## src/rtl/core/wgmp_pkg.sv

```systemverilog
// Shared types and constants for the wrap-around grid min-path block.
package wgmp_pkg;

  typedef enum logic [1:0] {
    PH_LOAD,
    PH_SOLVE,
    PH_PICK,
    PH_EMIT
  } phase_t;

  localparam int unsigned CfgIdxW     = 1;
  localparam logic [CfgIdxW-1:0] CFG_ROW_COUNT    = 1'b0;
  localparam logic [CfgIdxW-1:0] CFG_COLUMN_COUNT = 1'b1;
  localparam int unsigned CfgDataW    = 7;
  localparam int unsigned RowFieldW   = 5;
  localparam int unsigned ColFieldW   = 7;
  localparam int unsigned CostOutW    = 37;

  // Per-cycle control from the solve sequencer to every cell.
  typedef struct packed {
    logic       advance;    // cells take a new column this cycle
    logic       seed;       // first column: cost is the weight alone
  } cell_ctl_t;

endpackage

```

## src/rtl/core/wgmp_cell.sv

```systemverilog
// One row cell: holds the running path cost of its row.
module wgmp_cell #(
  parameter int unsigned COST_W = 38,
  parameter int unsigned ROW_W  = 4
) (
  input  logic                     clk,
  input  wgmp_pkg::cell_ctl_t      ctl,
  input  logic signed [COST_W-1:0] w,        // this row's weight, column in work
  input  logic signed [COST_W-1:0] c_lo,     // smallest-index neighbor cost
  input  logic signed [COST_W-1:0] c_mid,
  input  logic signed [COST_W-1:0] c_hi,
  input  logic [ROW_W-1:0]         r_lo,
  input  logic [ROW_W-1:0]         r_mid,
  input  logic [ROW_W-1:0]         r_hi,
  output logic signed [COST_W-1:0] cost,
  output logic [ROW_W-1:0]         succ
);
  logic signed [COST_W-1:0] low;
  logic [ROW_W-1:0]         pick;

  always_comb begin
    low  = c_lo;
    pick = r_lo;
    if (c_mid < low) begin
      low  = c_mid;
      pick = r_mid;
    end
    if (c_hi < low) begin
      low  = c_hi;
      pick = r_hi;
    end
  end

  always_ff @(posedge clk) begin
    if (ctl.advance) begin
      cost <= ctl.seed ? w : low + w;
      succ <= pick;
    end
  end
endmodule

```

## config.mk

```make
export PLATFORM = sky130hd
export DESIGN_NAME = wgmp_cell
export DESIGN_NICKNAME = d
export VERILOG_FILES = /design/src/rtl/core/wgmp_pkg.sv /design/src/rtl/core/wgmp_cell.sv
export SDC_FILE = /design/constraint.sdc
export NUM_CORES = 1
export LEC_CHECK = 0
export BUFFER_PORTS_ARGS = -buffer_cell sky130_fd_sc_hd__buf_2
export CAP_MARGIN = 30
export CORE_ASPECT_RATIO = 1.75
export CORE_MARGIN = 2
export CORE_UTILIZATION = 53
export DETAILED_ROUTE_END_ITERATION = 8
export GPL_ROUTABILITY_DRIVEN = 1
export GPL_TIMING_DRIVEN = 0
export PLACE_DENSITY = 0.84
export SETUP_SLACK_MARGIN = 0.3
export SLEW_MARGIN = 20
export SYNTH_ARGS = -nofsm -noshare
export SYNTH_HDL_FRONTEND = slang
export SYNTH_SLANG_ARGS = --single-unit
```

## constraint.sdc

```tcl
create_clock -name clk -period 9.2 [get_ports clk]
set_clock_uncertainty 0.1 [all_clocks]
set_input_delay 0.92 -clock clk [delete_from_list [all_inputs] [get_ports clk]]
set_output_delay 0.92 -clock clk [all_outputs]
set_load 0.05 [all_outputs]
```

==> out/summary.md <==
### Run status
- status: complete, no violations

### Setup path
- kind of start point of the critical path: input port
- arrival time of the worst setup path: 8.60 ns
- maximum fanout along the worst path: 10
- Top Family by Delay on Critical Path: compound AO/OA/AOI/OAI gates
- logic depth of the worst path, buffers included: 36
- most repeated library cell on the critical path: sky130_fd_sc_hd__ha_1
- worst path required time: 9.14 ns
- highest-delay cell along the critical path: sky130_fd_sc_hd__mux4_1
- Worst path max stage delay: 0.59 ns
- kind of end point of the critical path: flip-flop
- number of buffers and inverters on the critical path: 7
- critical path type: in2reg
- termination of the worst setup path: cost[37]$_DFFE_PP_
- launch point of the worst path: c_lo[37]

### Final layout
- fraction of layout cells with a size suffix above 1: 0.274
- storage element area: 1260 µm²
- growth of design area from synthesis to finish: 27.3%
- area occupied by multi-input gates: 4750 µm²
- post-route cell area: 7870 µm²
- number of nets at the end of the flow: 1,282
- number of fill cells: 963

### Pwr
- PwrDens: 207 nW/µm²
- internal power of the cells: 840 µW
- share of total power consumed by net switching: 0.484
- part of the power in combinational logic: 0.702
- fraction of power consumed by the clock network: 0.122
- Max VDD drop: 0.237 mV
- P_leak: 0.00390 µW
- Net Switching: 787 µW
- sequential fraction of design power: 0.176
- total power draw: 1630 µW

### Synth
- ys async rst share: 0
- post-synthesis cell type count: 57
- portion of the post-synthesis area used by sequential elements: 0.204
- top flip-flop cell by instance count after synthesis: sky130_fd_sc_hd__edfxtp_1
- leading area contributor after synthesis: sky130_fd_sc_hd__ha_1
- Syn Nets: 1,051
- Yosys warnings: 0
- number of flops mapped to enable cells by yosys: 42
- most instantiated cells after synthesis: 111 x sky130_fd_sc_hd__ha_1, 109 x sky130_fd_sc_hd__o21ai_0, 102 x sky130_fd_sc_hd__nand2_1
- fraction of post-synthesis cell area in the top cell type by area: 0.225
- cell count after synthesis: 772
- Synth Cell Area: 6180 µm²
- register bit total from synthesis: 42
- cell types with the largest area share after synthesis: sky130_fd_sc_hd__ha_1 22%, sky130_fd_sc_hd__edfxtp_1 20%, sky130_fd_sc_hd__o21ai_0 8.8%
- Mapped Avg Cell Area: 8.01 µm²
- most frequently used cell type in the post-synthesis netlist: sky130_fd_sc_hd__ha_1

### GRT
- residual overflow from global routing: 0
- via count of the first global-routing pass: 6,587
- maximum number of pins on one net before global-route repair: 43
- number of antenna violations at the first check in global routing: 0
- first-pass GRT wire length: 29,600 µm
- gr usage total: 0.292

### Route
- drt first pass iters: 5
- number of remaining DRC errors: 0
- routed vias/inst: 5.83
- total via count after detailed routing: 6,643
- number of design-rule violations left by the first detailed-router iteration: 392
- count of antenna-violating nets left after detailed routing: 0
- post-DR wirelength/cell: 16.6 µm
- Routed Wire Length: 18,900 µm

### Timing
- minimum clock period after layout: 8.66 ns
- worst relative slew slack: 0.375
- final clock period utilization by the worst path: 0.941
- setup repair after global routing missed its margin: false
- Setup Viol. Count Final: 0
- Tightest Pin Transition: 0.937 ns
- max-slew violation count: 0
- Final Hold Viols: 0
- max frequency: 115 MHz
- final-layout setup total negative slack: 0 ns

### Placement
- half-perimeter wire length after placement: 16,000 µm
- routability congestion estimate: 0.918
- cell area reported after detailed placement: 7390 µm²
- Port Buf Inserts: 208

### Die
- die span in x: 85.7 µm
- effective utilization at floorplan: 0.540
- core region area: 11,500 µm²
- height of the die: 147 µm
- num ports: 209
- site row count: 52
- Die ar.: 12,600 µm²

### Clock tree
- Clock transition at path regs: 0.06 ns
- Max Buffers Root-to-Sink: 2
- clock tree from TritonCTS: yes
- Hold Buf Count CTS: 0
- CTS Buf Count: 5
- sink count of the clock tree: 42
- Clock H-tree levels: 2
- CTS Root Cell: sky130_fd_sc_hd__clkbuf_16

### Hold path
- Min-Delay Path Depth: 3
- class of the most critical hold timing path: in2reg

### Run
- number of maximum-capacitance violations: 0

==> per-layer routing <==
metal / global-route usage / part of all wire
met1: 0.315 / 0.37
met2: 0.531 / 0.52
met3: 0.0416 / 0.056
met4: 0.161 / 0.053
met5: 0 / 0
==> per-stage QoR <==
| step | setup slack, ns | instances | hold WS [ns] | util |
|---|---|---|---|---|
| after floorplan | 1.13 | 772 | 0.932 | - |
| after global placement | -0.778 | 1115 | 1.09 | 0.646 |
| after detailed placement | -0.869 | 1115 | 1.10 | 0.646 |
| after CTS | 0.267 | 1125 | 0.803 | 0.668 |
| after global routing | 0.0693 | 1139 | 0.814 | 0.687 |
| final | 0.539 | 1140 | 0.800 | 0.687 |
==> logic make-up (layout without fill, tap and decap cells) <==
| kind of cell | Yosys count | after routing | synth area share |
|---|---|---|---|
| AO/OA/AOI/OAI | 235 | 235 | 0.222 |
| XOR/XNOR | 32 | 32 | 0.0465 |
| adder cells (fa/ha/maj) | 112 | 112 | 0.228 |
| buffers and inverters | 80 | 312 | 0.0508 |
| flip-flops | 42 | 42 | 0.204 |
| multiplexers | 46 | 46 | 0.0777 |
| other | 0 | 1 | 0 |
| AND/OR/NAND/NOR | 225 | 225 | 0.171 |
==> flip-flops by register name (all words and copies together), names as in the netlist <==
register,cells
cost,38
succ,4
==> repair_timing <==
| action | in CTS | in global routing |
|---|---|---|
| gates resized for setup | 21 | 34 |
| endpoints found under the setup margin | 13 | 19 |
| pin swaps | 2 | 15 |
| cloned | 0 | 1 |
| buffers inserted | 2 | 13 |
==> cell type report <==
| cell class | count | area share |
|---|---|---|
| diodes | 1 | 0.000318 |
| plain buffers | 26 | 0.0199 |
| clock buffers | 5 | 0.0159 |
| clock inverters | 3 | 0.00509 |
| inverters | 54 | 0.0258 |
| multi-input cells | 650 | 0.604 |
| flip-flops and latches | 42 | 0.160 |
| well taps | 135 | 0.0215 |
| repair buffers | 224 | 0.147 |
==> power groups by stage <==
stage	clock network, µW	registers (µW)	logic, µW
CTS	198	287	1080
floorplan	0	452	634
global route	207	290	1250
detailed placement	0	291	1060
global placement	0	289	1040
finish	199	287	1140
==> worst min path at each step <==
stage / from / end / slack [ns]
2_1_floorplan: ctl[1] / cost[0]$_DFFE_PP_ / 0.93
3_3_place_gp: r_hi[1] / succ[1]$_DFFE_PP_ / 1.09
3_5_place_dp: r_hi[1] / succ[1]$_DFFE_PP_ / 1.10
4_1_cts: r_hi[1] / succ[1]$_DFFE_PP_ / 0.80
5_1_grt: r_hi[0] / succ[0]$_DFFE_PP_ / 0.81
6_report: r_hi[1] / succ[1]$_DFFE_PP_ / 0.80
==> cell usage in the layout, fill, tap and decap left out, types with 3 or more instances in the layout <==
cell type / instances
sky130_fd_sc_hd__a211oi_1: 3
sky130_fd_sc_hd__a21o_1: 11
sky130_fd_sc_hd__a21oi_1: 59
sky130_fd_sc_hd__a31oi_1: 4
sky130_fd_sc_hd__and3_1: 8
sky130_fd_sc_hd__buf_2: 209
sky130_fd_sc_hd__buf_4: 16
sky130_fd_sc_hd__buf_6: 4
sky130_fd_sc_hd__clkbuf_1: 10
sky130_fd_sc_hd__clkbuf_16: 5
sky130_fd_sc_hd__clkbuf_2: 5
sky130_fd_sc_hd__clkbuf_4: 5
sky130_fd_sc_hd__edfxtp_1: 42
sky130_fd_sc_hd__ha_1: 110
sky130_fd_sc_hd__inv_1: 54
sky130_fd_sc_hd__mux2_2: 3
sky130_fd_sc_hd__mux2i_1: 38
sky130_fd_sc_hd__mux2i_2: 4
sky130_fd_sc_hd__nand2_1: 101
sky130_fd_sc_hd__nand2b_1: 9
sky130_fd_sc_hd__nand3_1: 14
sky130_fd_sc_hd__nand4_1: 15
sky130_fd_sc_hd__nor2_1: 39
sky130_fd_sc_hd__nor2b_1: 11
sky130_fd_sc_hd__nor3_1: 8
sky130_fd_sc_hd__nor3b_1: 4
sky130_fd_sc_hd__nor4_4: 3
sky130_fd_sc_hd__o211ai_1: 9
sky130_fd_sc_hd__o21a_1: 9
sky130_fd_sc_hd__o21ai_0: 108
sky130_fd_sc_hd__o21bai_1: 4
sky130_fd_sc_hd__o31ai_1: 3
sky130_fd_sc_hd__or3_1: 3
sky130_fd_sc_hd__xnor2_1: 17
sky130_fd_sc_hd__xor2_1: 14
Power figures use the tool's default switching activity.
